===== src/rtl/qesf_pkg.sv =====
// ----------------------------------------------------------------------------
// qesf_pkg
// Shared widths, constants and types of the quadrilateral shape function block.
// ----------------------------------------------------------------------------
package qesf_pkg;

  // Fixed-point format of coordinates and results
  localparam int unsigned FRAC_BITS = 14;
  localparam int unsigned COORD_W   = 16;
  localparam int unsigned RES_W     = 18;
  localparam int unsigned IDX_W     = 4;

  // Operand and product widths inside the datapath
  localparam int unsigned OP_W   = 18;
  localparam int unsigned PROD_W = 2 * OP_W;
  localparam int unsigned SUM_W  = PROD_W + 1;
  localparam int unsigned RND_W  = SUM_W - (FRAC_BITS - 1);

  // 1.0 in the working format
  localparam logic signed [OP_W-1:0] ONE = OP_W'(64'd1 << FRAC_BITS);

  // Node count and last node index of each element type
  localparam int unsigned NODES_Q4 = 4;
  localparam int unsigned NODES_Q9 = 9;
  localparam logic [IDX_W-1:0] LAST_Q4 = IDX_W'(NODES_Q4 - 1);
  localparam logic [IDX_W-1:0] LAST_Q9 = IDX_W'(NODES_Q9 - 1);

  // Final right shift applied to a product, relative to FRAC_BITS
  typedef enum logic [1:0] {
    SH_M1,
    SH_0,
    SH_P1,
    SH_P2
  } shift_e;

  // Per-point auxiliary terms, all in the working format
  typedef struct packed {
    logic signed [OP_W-1:0] x;
    logic signed [OP_W-1:0] g;
    logic signed [OP_W-1:0] sm;
    logic signed [OP_W-1:0] sp;
    logic signed [OP_W-1:0] tm;
    logic signed [OP_W-1:0] tp;
    logic signed [OP_W-1:0] um;
    logic signed [OP_W-1:0] up;
    logic signed [OP_W-1:0] vm;
    logic signed [OP_W-1:0] vp;
    logic signed [OP_W-1:0] am;
    logic signed [OP_W-1:0] ap;
    logic signed [OP_W-1:0] bm;
    logic signed [OP_W-1:0] bp;
    logic signed [OP_W-1:0] c;
    logic signed [OP_W-1:0] d;
  } aux_t;

  // One product term in sign-magnitude form
  typedef struct packed {
    logic [OP_W-1:0] p_mag;
    logic [OP_W-1:0] q_mag;
    logic            neg;
    shift_e          sh;
  } factor_t;

  // One node operation handed from the sequencer to the evaluation pipeline
  typedef struct packed {
    logic             valid;
    logic [IDX_W-1:0] idx;
    logic             last;
    factor_t          shape;
    factor_t          dxi;
    factor_t          dgam;
  } node_op_t;

endpackage


===== src/rtl/qesf_if.sv =====


interface qesf_node_if;
  import qesf_pkg::*;

  logic                    valid;
  logic                    ready;
  logic [IDX_W-1:0]        node_index;
  logic signed [RES_W-1:0] shape_value;
  logic signed [RES_W-1:0] deriv_xi;
  logic signed [RES_W-1:0] deriv_gamma;
  logic                    last_node;

  modport source (output valid, node_index, shape_value, deriv_xi, deriv_gamma, last_node,
                  input ready);
  modport sink (input valid, node_index, shape_value, deriv_xi, deriv_gamma, last_node,
                output ready);
endinterface


===== src/rtl/qesf_eval.sv =====
// ----------------------------------------------------------------------------
// qesf_eval
// Node evaluation pipeline: multiply, round, saturate into the output
// register. The whole pipeline advances whenever the output can move.
// ----------------------------------------------------------------------------
module qesf_eval (
  input  logic                clk_i,
  input  logic                rst_ni,
  input  qesf_pkg::node_op_t  node_op_i,
  output logic                adv_o,
  qesf_node_if.source         node_o
);
  import qesf_pkg::*;

  typedef struct packed {
    logic [PROD_W-1:0] mag;
    logic              neg;
    shift_e            sh;
  } prod_t;

  typedef struct packed {
    logic [RND_W-1:0] mag;
    logic             neg;
  } rnd_t;

  localparam logic [RND_W-1:0] POS_LIM = RND_W'((64'd1 << (RES_W - 1)) - 64'd1);
  localparam logic [RND_W-1:0] NEG_LIM = RND_W'(64'd1 << (RES_W - 1));

  function automatic prod_t multiply(factor_t f);
    prod_t r;
    r.mag = PROD_W'(f.p_mag) * PROD_W'(f.q_mag);
    r.neg = f.neg;
    r.sh  = f.sh;
    return r;
  endfunction

  // Magnitude rounding, ties away from zero
  function automatic rnd_t round_mag(prod_t p);
    logic [SUM_W-1:0] sum;
    int unsigned      sa;
    rnd_t             r;
    case (p.sh)
      SH_M1:   sa = FRAC_BITS - 1;
      SH_0:    sa = FRAC_BITS;
      SH_P1:   sa = FRAC_BITS + 1;
      SH_P2:   sa = FRAC_BITS + 2;
      default: sa = FRAC_BITS;
    endcase
    sum   = {1'b0, p.mag} + (SUM_W'(1) << (sa - 1));
    r.mag = RND_W'(sum >> sa);
    r.neg = p.neg;
    return r;
  endfunction

  function automatic logic [RES_W-1:0] saturate(rnd_t r);
    logic [RES_W-1:0] v;
    if (!r.neg) begin
      v = (r.mag > POS_LIM) ? RES_W'(POS_LIM) : RES_W'(r.mag);
    end else begin
      v = (r.mag > NEG_LIM) ? RES_W'(NEG_LIM) : RES_W'(RND_W'(0) - r.mag);
    end
    return v;
  endfunction

  logic             v1_q, v2_q, out_valid_q;
  logic [IDX_W-1:0] idx1_q, idx2_q, idx_out_q;
  logic             last1_q, last2_q, last_out_q;
  prod_t            pn_q, px_q, pg_q;
  rnd_t             rn_q, rx_q, rg_q;
  logic [RES_W-1:0] shape_q, dxi_q, dgam_q;

  // Global advance: the output register is free or being emptied
  assign adv_o = !out_valid_q || node_o.ready;

  assign node_o.valid       = out_valid_q;
  assign node_o.node_index  = idx_out_q;
  assign node_o.shape_value = shape_q;
  assign node_o.deriv_xi    = dxi_q;
  assign node_o.deriv_gamma = dgam_q;
  assign node_o.last_node   = last_out_q;

  // Valid bits of the three stages
  always_ff @(posedge clk_i or negedge rst_ni) begin
    if (!rst_ni) begin
      v1_q        <= 1'b0;
      v2_q        <= 1'b0;
      out_valid_q <= 1'b0;
    end else if (adv_o) begin
      v1_q        <= node_op_i.valid;
      v2_q        <= v1_q;
      out_valid_q <= v2_q;
    end
  end

  // Multiply, round, saturate
  always_ff @(posedge clk_i) begin
    if (adv_o) begin
      idx1_q     <= node_op_i.idx;
      last1_q    <= node_op_i.last;
      pn_q       <= multiply(node_op_i.shape);
      px_q       <= multiply(node_op_i.dxi);
      pg_q       <= multiply(node_op_i.dgam);
      idx2_q     <= idx1_q;
      last2_q    <= last1_q;
      rn_q       <= round_mag(pn_q);
      rx_q       <= round_mag(px_q);
      rg_q       <= round_mag(pg_q);
      idx_out_q  <= idx2_q;
      last_out_q <= last2_q;
      shape_q    <= saturate(rn_q);
      dxi_q      <= saturate(rx_q);
      dgam_q     <= saturate(rg_q);
    end
  end

endmodule


===== src/flat_wrapper.sv =====
// flat-port wrapper written by rule: the top's interface ports become plain ports
module qesf_eval_flat import qesf_pkg::*;
  (clk_i, rst_ni, node_op_i, adv_o, node_o_valid, node_o_node_index, node_o_shape_value, node_o_deriv_xi, node_o_deriv_gamma, node_o_last_node, node_o_ready);
  qesf_node_if node_o_i ();
  input  logic clk_i;
  input  logic rst_ni;
  input  qesf_pkg::node_op_t node_op_i;
  output logic adv_o;
  output wire logic [$bits(node_o_i.valid)-1:0] node_o_valid;
  output wire logic [$bits(node_o_i.node_index)-1:0] node_o_node_index;
  output wire logic [$bits(node_o_i.shape_value)-1:0] node_o_shape_value;
  output wire logic [$bits(node_o_i.deriv_xi)-1:0] node_o_deriv_xi;
  output wire logic [$bits(node_o_i.deriv_gamma)-1:0] node_o_deriv_gamma;
  output wire logic [$bits(node_o_i.last_node)-1:0] node_o_last_node;
  input wire logic [$bits(node_o_i.ready)-1:0] node_o_ready;
  assign node_o_valid = node_o_i.valid;
  assign node_o_node_index = node_o_i.node_index;
  assign node_o_shape_value = node_o_i.shape_value;
  assign node_o_deriv_xi = node_o_i.deriv_xi;
  assign node_o_deriv_gamma = node_o_i.deriv_gamma;
  assign node_o_last_node = node_o_i.last_node;
  assign node_o_i.ready = node_o_ready;
  qesf_eval u_core (.clk_i(clk_i), .rst_ni(rst_ni), .node_op_i(node_op_i), .adv_o(adv_o), .node_o(node_o_i));
endmodule

===== config.mk =====
export PLATFORM = sky130hd
export DESIGN_NAME = qesf_eval_flat
export DESIGN_NICKNAME = d
export VERILOG_FILES = /design/src/rtl/qesf_pkg.sv /design/src/rtl/qesf_if.sv /design/src/rtl/qesf_eval.sv /design/src/flat_wrapper.sv
export SDC_FILE = /design/constraint.sdc
export NUM_CORES = 2
export LEC_CHECK = 0
export BUFFER_PORTS_ARGS = -buffer_cell sky130_fd_sc_hd__buf_2
export CAP_MARGIN = 30
export CORE_MARGIN = 1.5
export CORE_UTILIZATION = 55
export CTS_CLUSTER_DIAMETER = 120
export CTS_CLUSTER_SIZE = 16
export DETAILED_ROUTE_END_ITERATION = 16
export GPL_ROUTABILITY_DRIVEN = 0
export MAX_ROUTING_LAYER = met4
export PLACE_DENSITY = 0.74
export SLEW_MARGIN = 5
export SYNTH_ARGS = -nofsm -noshare
export SYNTH_HDL_FRONTEND = slang
export SYNTH_SLANG_ARGS = --single-unit

===== constraint.sdc =====
create_clock -name clk_i -period 9.2 [get_ports clk_i]
set_input_delay 0.46 -clock clk_i [delete_from_list [all_inputs] [get_ports clk_i]]
set_output_delay 0.46 -clock clk_i [all_outputs]
set_load 0.03 [all_outputs]

==> results.cfg <==
[placement]
placed_area_sq_mm = 0.0524
port_buffers = 186
dp_hpwl_um = 94800

[logic_synthesis]
yosys.area.top_type = fa_1
synth_xor_area_frac = 0.0325
synthArstFlopShare = 0.0114
syn-instance-count = 5614
yosysTopAreaCellShare = 0.305
synthFlopType = edfxtp_1
syn_area_sq_mm = 0.0506
synth_compound_area_frac = 0.106
ys_ff_latch = 264
synth_fa_ha_area_frac = 0.421
synth-edff-count = 261
synth_top_family_by_area = adder cells
synth_area_per_cell_sq_um = 9.02
synthTopCellsByArea = fa_1 30%, edfxtp_1 15%, ha_1 12%, inv_1 7.2%, nand2_1 6.1%
synth_commonest_cells = 969 x inv_1, 828 x nand2_1, 771 x fa_1, 468 x ha_1, 442 x and2_1
seq_area_frac_synth = 0.156
yosysWarningCount = 0
synth.distinct_cells = 86
muxShareOfSynthArea = 0.0279
synth-simple-area-share = 0.165
synth_most_common_cell = inv_1

[setup_path]
cp_cell_sequence = buf_2, nand2_1, fa_1, fa_1, fa_1, inv_1, fa_1, fa_1, inv_1, fa_1, inv_1, ha_1, a21o_1, a21oi_1, nor2_1, a21oi_1, o311ai_0, a211o_1, a21oi_1, a21oi_1, o41ai_1, o21ai_0, a21oi_1, xnor2_1
cp_slowest_cell = o41ai_1
endpoint_kind = register
worstPathRequired_ns = 9.49
cp_common_cell = fa_1
cp-start-kind = primary input
reg2reg_depth = 18
slowest_delay_ns = 0.58
crit_type = in -> reg
cp_max_fo = 18
arrival_ns = 7.03

[routing]
finalWirelength_um = 121000
viasPerCell = 5.61
vias = 38600
route.antenna.remaining_nets = 0
drt_iter0_markers = 2798
drc_errors = 0
drt_first_pass_iters = 6
avgRoutedWirePerCell_um = 17.6

[global_route]
overflow = 0
grt_pass1_vias = 39400
grt_max_degree = 78
grt_use_total = 0.269
grt_pass1_wl_um = 199000
antenna_found_initial = 17

[sta]
period_minus_slack_ns = 6.74
fmax_mhz = 148
fin_setup_tns_ns = 0
rsz0062_at_grt = false
worst_pin_slew_ns = 0.959
final-setup-viol-count = 0
hold_viol = 0
slew_viol_final = 0
fin_crit_sh = 0.733
slew_headroom = 0.360
clock_skew_ns = 0.0222

[floorplan]
dieArea_sq_mm = 0.0939
fp.dieW_um = 306
num_io_pins = 187
fp.dieH_um = 306
fp-row-count = 111
core_area_sq_mm = 0.0914
start_util = 0.554

[cts]
cts_resized = 0
htreeDepth = 1
root_buffer = clkbuf_16
numCtsBuffers = 20
clkSinkCount = 264
cts.path.max_buffers = 3
cts_tree = done
path_clk_slew_ns = 0.08
clk_latency_ns = 0.56
post_cts_buffers = 0

[final_layout]
syn_to_final_growth_pct = 4.89
fin_nets = 7025
drive_above_1_share = 0.0513
final_util = 0.581
design_area_sq_mm = 0.0531

[worst_hold_path]
hp-class = in -> reg
hold_path_depth = 1

[outcome]
status = finished clean

[job]
drv_cap = 0
-- logic make-up (layout without fill, tap and decap cells) --
logic type               count (synthesis)  in the layout
AND/OR/NAND/NOR                       1733           1733
adder cells (fa/ha/maj)               1239           1239
buffers and inverters                 1214           1208
AO/OA/AOI/OAI                          845            845
flip-flops                             264            264
XOR/XNOR                               188            188
multiplexers                           130            130
other                                    1             78
-- final cells by class --
type	instances	area, sq um
Timing Repair Buffer	203	1090
Clock buffer	30	538
Antenna cell	15	37.5
Tap cell	1186	1480
Inverter	973	3650
Clock inverter	2	25.0
Multi-Input combinational cell	4198	38300
Fill cell	7994	38300
Sequential cell	264	7910
-- worst paths after layout --
path,start,end,slack [ns]
max,node_op_i[32],u_core.pg_q[38],2.46
min,node_op_i[79],u_core.pn_q[1],0.06
max reg2reg,u_core.px_q[0],u_core.rx_q[21],3.23
min reg2reg,u_core.idx2_q[2],u_core.node_o.node_index[2],0.42
max in group asynchronous,rst_ni,u_core.v1_q,8.87
min in group asynchronous,rst_ni,u_core.node_o.valid,0.22
-- sequential cells by signal, summed over array words and instances, names as in the netlist, 4 cells and up --
register and cells:
u_core.rg_q 25, u_core.idx2_q 4, u_core.rn_q 25, u_core.node_o.node_index 4, u_core.pg_q 39, u_core.rx_q 25, u_core.node_o.shape_value 18, u_core.node_o.deriv_gamma 18
u_core.node_o.deriv_xi 18, u_core.idx1_q 4, u_core.pn_q 39, u_core.px_q 39
-- worst max-delay path: cells and delay by family --
kind	cells	cell delay, ns
fa+ha+maj	7	3.37
compound gates	10	2.39
buf+inv	4	0.47
simple gates	2	0.22
xor+xnor	1	0.09
-- stage by stage --
step	std cells	hold WS (ns)	worst slack, ns
6_report	6871	0.0610	2.46
2_1_floorplan	5676	0.164	1.14
4_1_cts	6855	0.0191	2.48
3_3_place_gp	6821	0.256	2.04
5_1_grt	6868	0.0410	2.06
3_5_place_dp	6822	0.262	1.87
-- cells in the final DEF, fill, tap and decap left out, types with 34 or more instances in the layout --
master,count
a31oi_1,35
nor2_1,150
inv_1,969
edfxtp_1,261
mux2i_1,106
nand3_1,73
nand2_1,828
ha_1,468
nor2b_1,34
fa_1,771
and2_1,442
a21o_1,66
o21a_1,34
a211oi_1,34
buf_2,186
or3_1,48
xnor2_1,124
conb_1,63
o21ai_0,175
xor2_1,64
a21oi_1,269
-- metal layers --
layer / part of all wire / track usage / vias up
li1: - / - / 18200
met1: 0.44 / 0.354 / 19000
met2: 0.46 / 0.429 / 1221
met3: 0.072 / 0.0431 / 207
met4: 0.027 / 0.0785 / 0
met5: 0 / - / -
-- timing repair --
item	in CTS	in global routing
hold endpoints to repair	3	0
hold buffers	1	0
setup endpoints to repair	0	0
Power is left out: the tool's default activity adds up to more than one toggle a clock period on the data nets, which glitch-free logic cannot reach.
