$ cat config.mk
export PLATFORM = sky130hd
export DESIGN_NAME = qesf_aux_flat
export DESIGN_NICKNAME = d
export VERILOG_FILES = /design/src/rtl/qesf_pkg.sv /design/src/rtl/qesf_if.sv /design/src/rtl/qesf_aux.sv /design/src/flat_wrapper.sv
export SDC_FILE = /design/constraint.sdc
export NUM_CORES = 2
export LEC_CHECK = 0
export BUFFER_PORTS_ARGS = -buffer_cell sky130_fd_sc_hd__buf_2
export CAP_MARGIN = 20
export CORE_ASPECT_RATIO = 1.75
export CORE_MARGIN = 1
export CORE_UTILIZATION = 30
export DETAILED_ROUTE_END_ITERATION = 8
export MAX_ROUTING_LAYER = met4
export PLACE_DENSITY = 0.43
export SYNTH_ARGS = -nofsm -noshare
export SYNTH_HDL_FRONTEND = slang
export SYNTH_SLANG_ARGS = --single-unit
$ cat constraint.sdc
create_clock -name clk_i -period 20.5 [get_ports clk_i]
set_clock_uncertainty 0.15 [all_clocks]
set_input_delay 4.1 -clock clk_i [delete_from_list [all_inputs] [get_ports clk_i]]
set_output_delay 4.1 -clock clk_i [all_outputs]
set_load 0.005 [all_outputs]
$ cat src/rtl/qesf_pkg.sv
// ----------------------------------------------------------------------------
// qesf_pkg
// Shared widths, constants and types of the quadrilateral shape function block.
// ----------------------------------------------------------------------------
package qesf_pkg;

  // Fixed-point format of coordinates and results
  localparam int unsigned FRAC_BITS = 14;
  localparam int unsigned COORD_W   = 16;
  localparam int unsigned RES_W     = 18;
  localparam int unsigned IDX_W     = 4;

  // Operand and product widths inside the datapath
  localparam int unsigned OP_W   = 18;
  localparam int unsigned PROD_W = 2 * OP_W;
  localparam int unsigned SUM_W  = PROD_W + 1;
  localparam int unsigned RND_W  = SUM_W - (FRAC_BITS - 1);

  // 1.0 in the working format
  localparam logic signed [OP_W-1:0] ONE = OP_W'(64'd1 << FRAC_BITS);

  // Node count and last node index of each element type
  localparam int unsigned NODES_Q4 = 4;
  localparam int unsigned NODES_Q9 = 9;
  localparam logic [IDX_W-1:0] LAST_Q4 = IDX_W'(NODES_Q4 - 1);
  localparam logic [IDX_W-1:0] LAST_Q9 = IDX_W'(NODES_Q9 - 1);

  // Final right shift applied to a product, relative to FRAC_BITS
  typedef enum logic [1:0] {
    SH_M1,
    SH_0,
    SH_P1,
    SH_P2
  } shift_e;

  // Per-point auxiliary terms, all in the working format
  typedef struct packed {
    logic signed [OP_W-1:0] x;
    logic signed [OP_W-1:0] g;
    logic signed [OP_W-1:0] sm;
    logic signed [OP_W-1:0] sp;
    logic signed [OP_W-1:0] tm;
    logic signed [OP_W-1:0] tp;
    logic signed [OP_W-1:0] um;
    logic signed [OP_W-1:0] up;
    logic signed [OP_W-1:0] vm;
    logic signed [OP_W-1:0] vp;
    logic signed [OP_W-1:0] am;
    logic signed [OP_W-1:0] ap;
    logic signed [OP_W-1:0] bm;
    logic signed [OP_W-1:0] bp;
    logic signed [OP_W-1:0] c;
    logic signed [OP_W-1:0] d;
  } aux_t;

  // One product term in sign-magnitude form
  typedef struct packed {
    logic [OP_W-1:0] p_mag;
    logic [OP_W-1:0] q_mag;
    logic            neg;
    shift_e          sh;
  } factor_t;

  // One node operation handed from the sequencer to the evaluation pipeline
  typedef struct packed {
    logic             valid;
    logic [IDX_W-1:0] idx;
    logic             last;
    factor_t          shape;
    factor_t          dxi;
    factor_t          dgam;
  } node_op_t;

endpackage

$ cat src/rtl/qesf_if.sv
// ----------------------------------------------------------------------------
// qesf_if
// Valid/ready channels: reference points in, node results out.
// ----------------------------------------------------------------------------
interface qesf_point_if;
  import qesf_pkg::*;

  logic                      valid;
  logic                      ready;
  logic signed [COORD_W-1:0] coord_xi;
  logic signed [COORD_W-1:0] coord_gamma;

  modport source (output valid, coord_xi, coord_gamma, input ready);
  modport sink (input valid, coord_xi, coord_gamma, output ready);
endinterface


$ cat src/rtl/qesf_aux.sv
// ----------------------------------------------------------------------------
// qesf_aux
// Two-stage front end: raw products of the coordinates, then rounded
// auxiliary terms, held until the node sequencer takes them.
// ----------------------------------------------------------------------------
module qesf_aux (
  input  logic              clk_i,
  input  logic              rst_ni,
  qesf_point_if.sink        point_i,
  output logic              aux_valid_o,
  output qesf_pkg::aux_t    aux_o,
  input  logic              aux_take_i
);
  import qesf_pkg::*;

  // Round a product to the working format, ties away from zero
  function automatic logic signed [OP_W-1:0] round_frac(logic signed [PROD_W-1:0] v);
    logic [PROD_W-1:0] mag;
    logic [PROD_W-1:0] q;
    mag = v[PROD_W-1] ? PROD_W'(-v) : PROD_W'(v);
    q   = (mag + (PROD_W'(1) << (FRAC_BITS - 1))) >> FRAC_BITS;
    return v[PROD_W-1] ? OP_W'(-q) : OP_W'(q);
  endfunction

  logic                     a_valid_q, b_valid_q;
  logic                     a_ready, b_ready;
  logic signed [OP_W-1:0]   x_in, g_in, sm_in, sp_in, tm_in, tp_in;
  logic signed [OP_W-1:0]   x_a_q, g_a_q;
  logic signed [PROD_W-1:0] p_xsm_d, p_xsp_d, p_gtm_d, p_gtp_d, p_smsp_d, p_tmtp_d;
  logic signed [PROD_W-1:0] p_xsm_q, p_xsp_q, p_gtm_q, p_gtp_q, p_smsp_q, p_tmtp_q;
  aux_t                     aux_d, aux_q;

  // Handshake: each stage refills as soon as it empties
  assign b_ready       = !b_valid_q || aux_take_i;
  assign a_ready       = !a_valid_q || b_ready;
  assign point_i.ready = a_ready;
  assign aux_valid_o   = b_valid_q;
  assign aux_o         = aux_q;

  // Stage A: offsets and coordinate products
  always_comb begin
    x_in     = {{(OP_W - COORD_W){point_i.coord_xi[COORD_W-1]}}, point_i.coord_xi};
    g_in     = {{(OP_W - COORD_W){point_i.coord_gamma[COORD_W-1]}}, point_i.coord_gamma};
    sm_in    = x_in - ONE;
    sp_in    = x_in + ONE;
    tm_in    = g_in - ONE;
    tp_in    = g_in + ONE;
    p_xsm_d  = x_in * sm_in;
    p_xsp_d  = x_in * sp_in;
    p_gtm_d  = g_in * tm_in;
    p_gtp_d  = g_in * tp_in;
    p_smsp_d = sm_in * sp_in;
    p_tmtp_d = tm_in * tp_in;
  end

  // Stage B: exact linear terms and rounded quadratic terms
  always_comb begin
    aux_d.x  = x_a_q;
    aux_d.g  = g_a_q;
    aux_d.sm = x_a_q - ONE;
    aux_d.sp = x_a_q + ONE;
    aux_d.tm = g_a_q - ONE;
    aux_d.tp = g_a_q + ONE;
    aux_d.um = (x_a_q <<< 1) - ONE;
    aux_d.up = (x_a_q <<< 1) + ONE;
    aux_d.vm = (g_a_q <<< 1) - ONE;
    aux_d.vp = (g_a_q <<< 1) + ONE;
    aux_d.am = round_frac(p_xsm_q);
    aux_d.ap = round_frac(p_xsp_q);
    aux_d.bm = round_frac(p_gtm_q);
    aux_d.bp = round_frac(p_gtp_q);
    aux_d.c  = -round_frac(p_smsp_q);
    aux_d.d  = -round_frac(p_tmtp_q);
  end

  // Valid bits
  always_ff @(posedge clk_i or negedge rst_ni) begin
    if (!rst_ni) begin
      a_valid_q <= 1'b0;
      b_valid_q <= 1'b0;
    end else begin
      if (a_ready) a_valid_q <= point_i.valid;
      if (b_ready) b_valid_q <= a_valid_q;
    end
  end

  // Payload
  always_ff @(posedge clk_i) begin
    if (a_ready) begin
      x_a_q    <= x_in;
      g_a_q    <= g_in;
      p_xsm_q  <= p_xsm_d;
      p_xsp_q  <= p_xsp_d;
      p_gtm_q  <= p_gtm_d;
      p_gtp_q  <= p_gtp_d;
      p_smsp_q <= p_smsp_d;
      p_tmtp_q <= p_tmtp_d;
    end
    if (b_ready) begin
      aux_q <= aux_d;
    end
  end

endmodule

$ cat src/flat_wrapper.sv
// flat-port wrapper written by rule: the top's interface ports become plain ports
module qesf_aux_flat import qesf_pkg::*;
  (clk_i, rst_ni, aux_valid_o, aux_o, aux_take_i, point_i_valid, point_i_coord_xi, point_i_coord_gamma, point_i_ready);
  qesf_point_if point_i_i ();
  input  logic clk_i;
  input  logic rst_ni;
  output logic aux_valid_o;
  output qesf_pkg::aux_t aux_o;
  input  logic aux_take_i;
  input wire logic [$bits(point_i_i.valid)-1:0] point_i_valid;
  input wire logic [$bits(point_i_i.coord_xi)-1:0] point_i_coord_xi;
  input wire logic [$bits(point_i_i.coord_gamma)-1:0] point_i_coord_gamma;
  output wire logic [$bits(point_i_i.ready)-1:0] point_i_ready;
  assign point_i_i.valid = point_i_valid;
  assign point_i_i.coord_xi = point_i_coord_xi;
  assign point_i_i.coord_gamma = point_i_coord_gamma;
  assign point_i_ready = point_i_i.ready;
  qesf_aux u_core (.clk_i(clk_i), .rst_ni(rst_ni), .point_i(point_i_i), .aux_valid_o(aux_valid_o), .aux_o(aux_o), .aux_take_i(aux_take_i));
endmodule
==> results_dict.tcl <==
set metrics [dict create \
    grt_first_pass_wirelength_um 305000 \
    rsz0062_at_grt "no" \
    wirelength_um 202000 \
    drtPass1Iterations 6 \
    cts_tree "yes" \
    grt_max_degree 96 \
    crit_fanout 30 \
    rr_endpoint "u_core.aux_o[12]" \
    regToRegSetupSlack_ps 14210 \
    die-width_um 359 \
    fp-row-count 229 \
    start_kind "input pin" \
    startpoint "point_i_coord_gamma[14]" \
    synth_area_um2 66900 \
    routed-via-count 46600 \
    dp_hpwl_um 172000 \
    start_util_pct 30.1 \
    layout.nets 8769 \
    synth_cell_types 89 \
    grt_use_total_pct 18.8 \
    wl_per_cell_um 20.3 \
    fin_hold_ws_ps 267 \
    final-seq-area_um2 10700 \
    grt_pass1_vias 52300 \
    die-area_um2 225000 \
    hold_viol 0 \
    synth_seq_area_share_pct 16.0 \
    first_iter_violations 1978 \
    fillers 23100 \
    cts_made_buffers 46 \
    synth_edf_count 354 \
    tns_ps 0 \
    clockBufferDepth 3 \
    slew_headroom_pct 31.9 \
    cts_root_buffer "clkbuf_16" \
    ios 326 \
    synth.avg_cell_area_um2 9.71 \
    critPathKind "in2reg" \
    cts.clk_slew.worst_paths_ps 60 \
    max_freq_ghz 0.0807 \
    core_um2 222000 \
    ys_async_sr_fraction_pct 0.562 \
    worstReg2RegStart "u_core.p_tmtp_q[0]" \
    mostFrequentLayoutCells "inv_1, fa_1, ha_1" \
    placement.io_buffers 321 \
    synth_flop_cell "edfxtp_1" \
    critPathRequiredTime_ps 20730 \
    reg2reg_depth 18 \
    grt.overflow.total 0 \
    ys.warnings.count 0 \
    end_kind "register" \
    period_needed_ps 12390 \
    htree_levels 2 \
    drive_gt1_share_pct 7.10 \
    status "complete, no violations" \
    crit_arrival_ps 12620 \
    maxCapViolations 0 \
    hold_path.class "reg2reg" \
    multi_input_area_um2 47700 \
    syn2layout_area_growth_pct 8.10 \
    synth_seq_cells 356 \
    cp-endpoint "u_core.p_gtm_q[32]" \
    fin_crit_sh_pct 60.4 \
    cts_hold_buf 0 \
    final_common_cell "inv_1" \
    die_h_um 627 \
    drv_slew 0 \
    antenna_left 0 \
    worst_slew_pin_slew_ps 1010 \
    antenna_found_initial 8 \
    drc 0 \
    clk_latency_ps 680 \
    synth_cells 6891 \
    place_congestion 0.892 \
    cts_sinks 356 \
    cts_setup_buffers 0 \
    post_cts_resize_count 0 \
    setup_viol 0 \
    via_per_inst 4.69 \
]
flip-flops by register name, summed over array words and instances, names as in the netlist:
name                cells
u_core.g_a_q           15
u_core.p_tmtp_q        31
u_core.p_xsp_q         31
u_core.a_valid_q        1
u_core.p_gtm_q         18
u_core.p_gtp_q         31
u_core.aux_o          164
u_core.p_smsp_q        31
u_core.p_xsm_q         18
u_core.x_a_q           15
u_core.aux_valid_o      1
logic make-up (layout without fill, tap and decap cells):
kind of cell	count (synthesis)	in the layout	synth area share, %
flip-flops	356	356	16.0
XOR/XNOR	534	534	7.02
AND/OR/NAND/NOR	1343	1343	9.73
adder cells (fa/ha/maj)	1724	1724	46.7
other	2	15	0.0112
multiplexers	27	27	0.430
buffers and inverters	2147	2292	12.8
AO/OA/AOI/OAI	758	758	7.42
final cells by class:
cell class	instances	area share, %
Clock inverter	28	0.330
Multi-Input combinational cell	4396	66.0
Sequential cell	356	14.8
Timing Repair Buffer	364	2.68
Antenna cell	5	0.0173
Clock buffer	52	1.62
Tap cell	2887	4.99
Inverter	1848	9.59
cells in the mapped netlist (34+ instances only):
library cell	count	area, um^2
clkbuf_1	159	597
xor2_1	141	1230
nand4_1	36	225
and2_1	86	538
edfxtp_1	354	10600
o21ai_0	149	746
a21oi_1	201	1010
buf_4	124	931
a31oi_1	34	213
nand2b_1	75	469
ha_1	434	5430
nand3_1	61	305
o31ai_1	40	300
nand2_1	428	1610
inv_1	1835	6890
nor4_1	35	219
or3_1	37	231
fa_1	1287	25800
nor2_1	332	1250
nor3_1	78	390
a21o_1	63	473
xnor2_1	391	3420
worst min path at each step:
| stage | from | to | slack [ps] | cells past startpoint |
|---|---|---|---|---|
| 2_1_floorplan | u_core.g_a_q[1] | u_core.aux_o[181] | 250 | 0 |
| 3_3_place_gp | u_core.g_a_q[10] | u_core.aux_o[190] | 250 | 0 |
| 3_5_place_dp | u_core.g_a_q[4] | u_core.aux_o[184] | 250 | 0 |
| 4_1_cts | u_core.x_a_q[6] | u_core.aux_o[222] | 270 | 0 |
| 5_1_grt | u_core.x_a_q[5] | u_core.aux_o[221] | 280 | 0 |
| 6_report | u_core.x_a_q[5] | u_core.aux_o[221] | 270 | 0 |
worst max-delay path, stage by stage:
cell      delay [ps]
buf_2            440
clkinv_1         790
ha_1            1210
nand2b_1         320
inv_1             90
fa_1             540
inv_1             60
fa_1             520
inv_1             60
fa_1             510
fa_1             460
fa_1             510
inv_1             50
fa_1             530
inv_1             40
ha_1             380
a21oi_1          160
o21bai_1          80
a21o_1           180
a21oi_1          150
o31a_1           240
o311a_1          220
a21oi_1           70
a21o_1           200
a21o_1           170
a21oi_1          220
a21oi_1          120
xnor2_1          140
stage by stage:
| stage | utilization, % | std cells | area [um^2] | worst slack (ps) |
|---|---|---|---|---|
| 6_report | 32.6 | 9936 | 72300 | 8110 |
| 5_1_grt | 32.6 | 9935 | 72300 | 7710 |
| 4_1_cts | 32.6 | 9930 | 72300 | 8200 |
| 3_5_place_dp | 31.9 | 9850 | 70900 | 7480 |
| 3_3_place_gp | 31.9 | 9850 | 70900 | 7560 |
| 2_1_floorplan | - | 6899 | 66900 | 7780 |
metal layers:
layer | global-route usage [%] | up-vias | part of all wire, %
met1 | 14.9 | 23900 | 29
met2 | 39.7 | 912 | 61
met3 | 1.47 | 445 | 2.2
li1 | - | 21400 | -
met5 | - | - | 0
met4 | 12.0 | 0 | 7.5
Power is left out: the tool's default activity adds up to more than one toggle a clock period on the data nets, which glitch-free logic cannot reach.
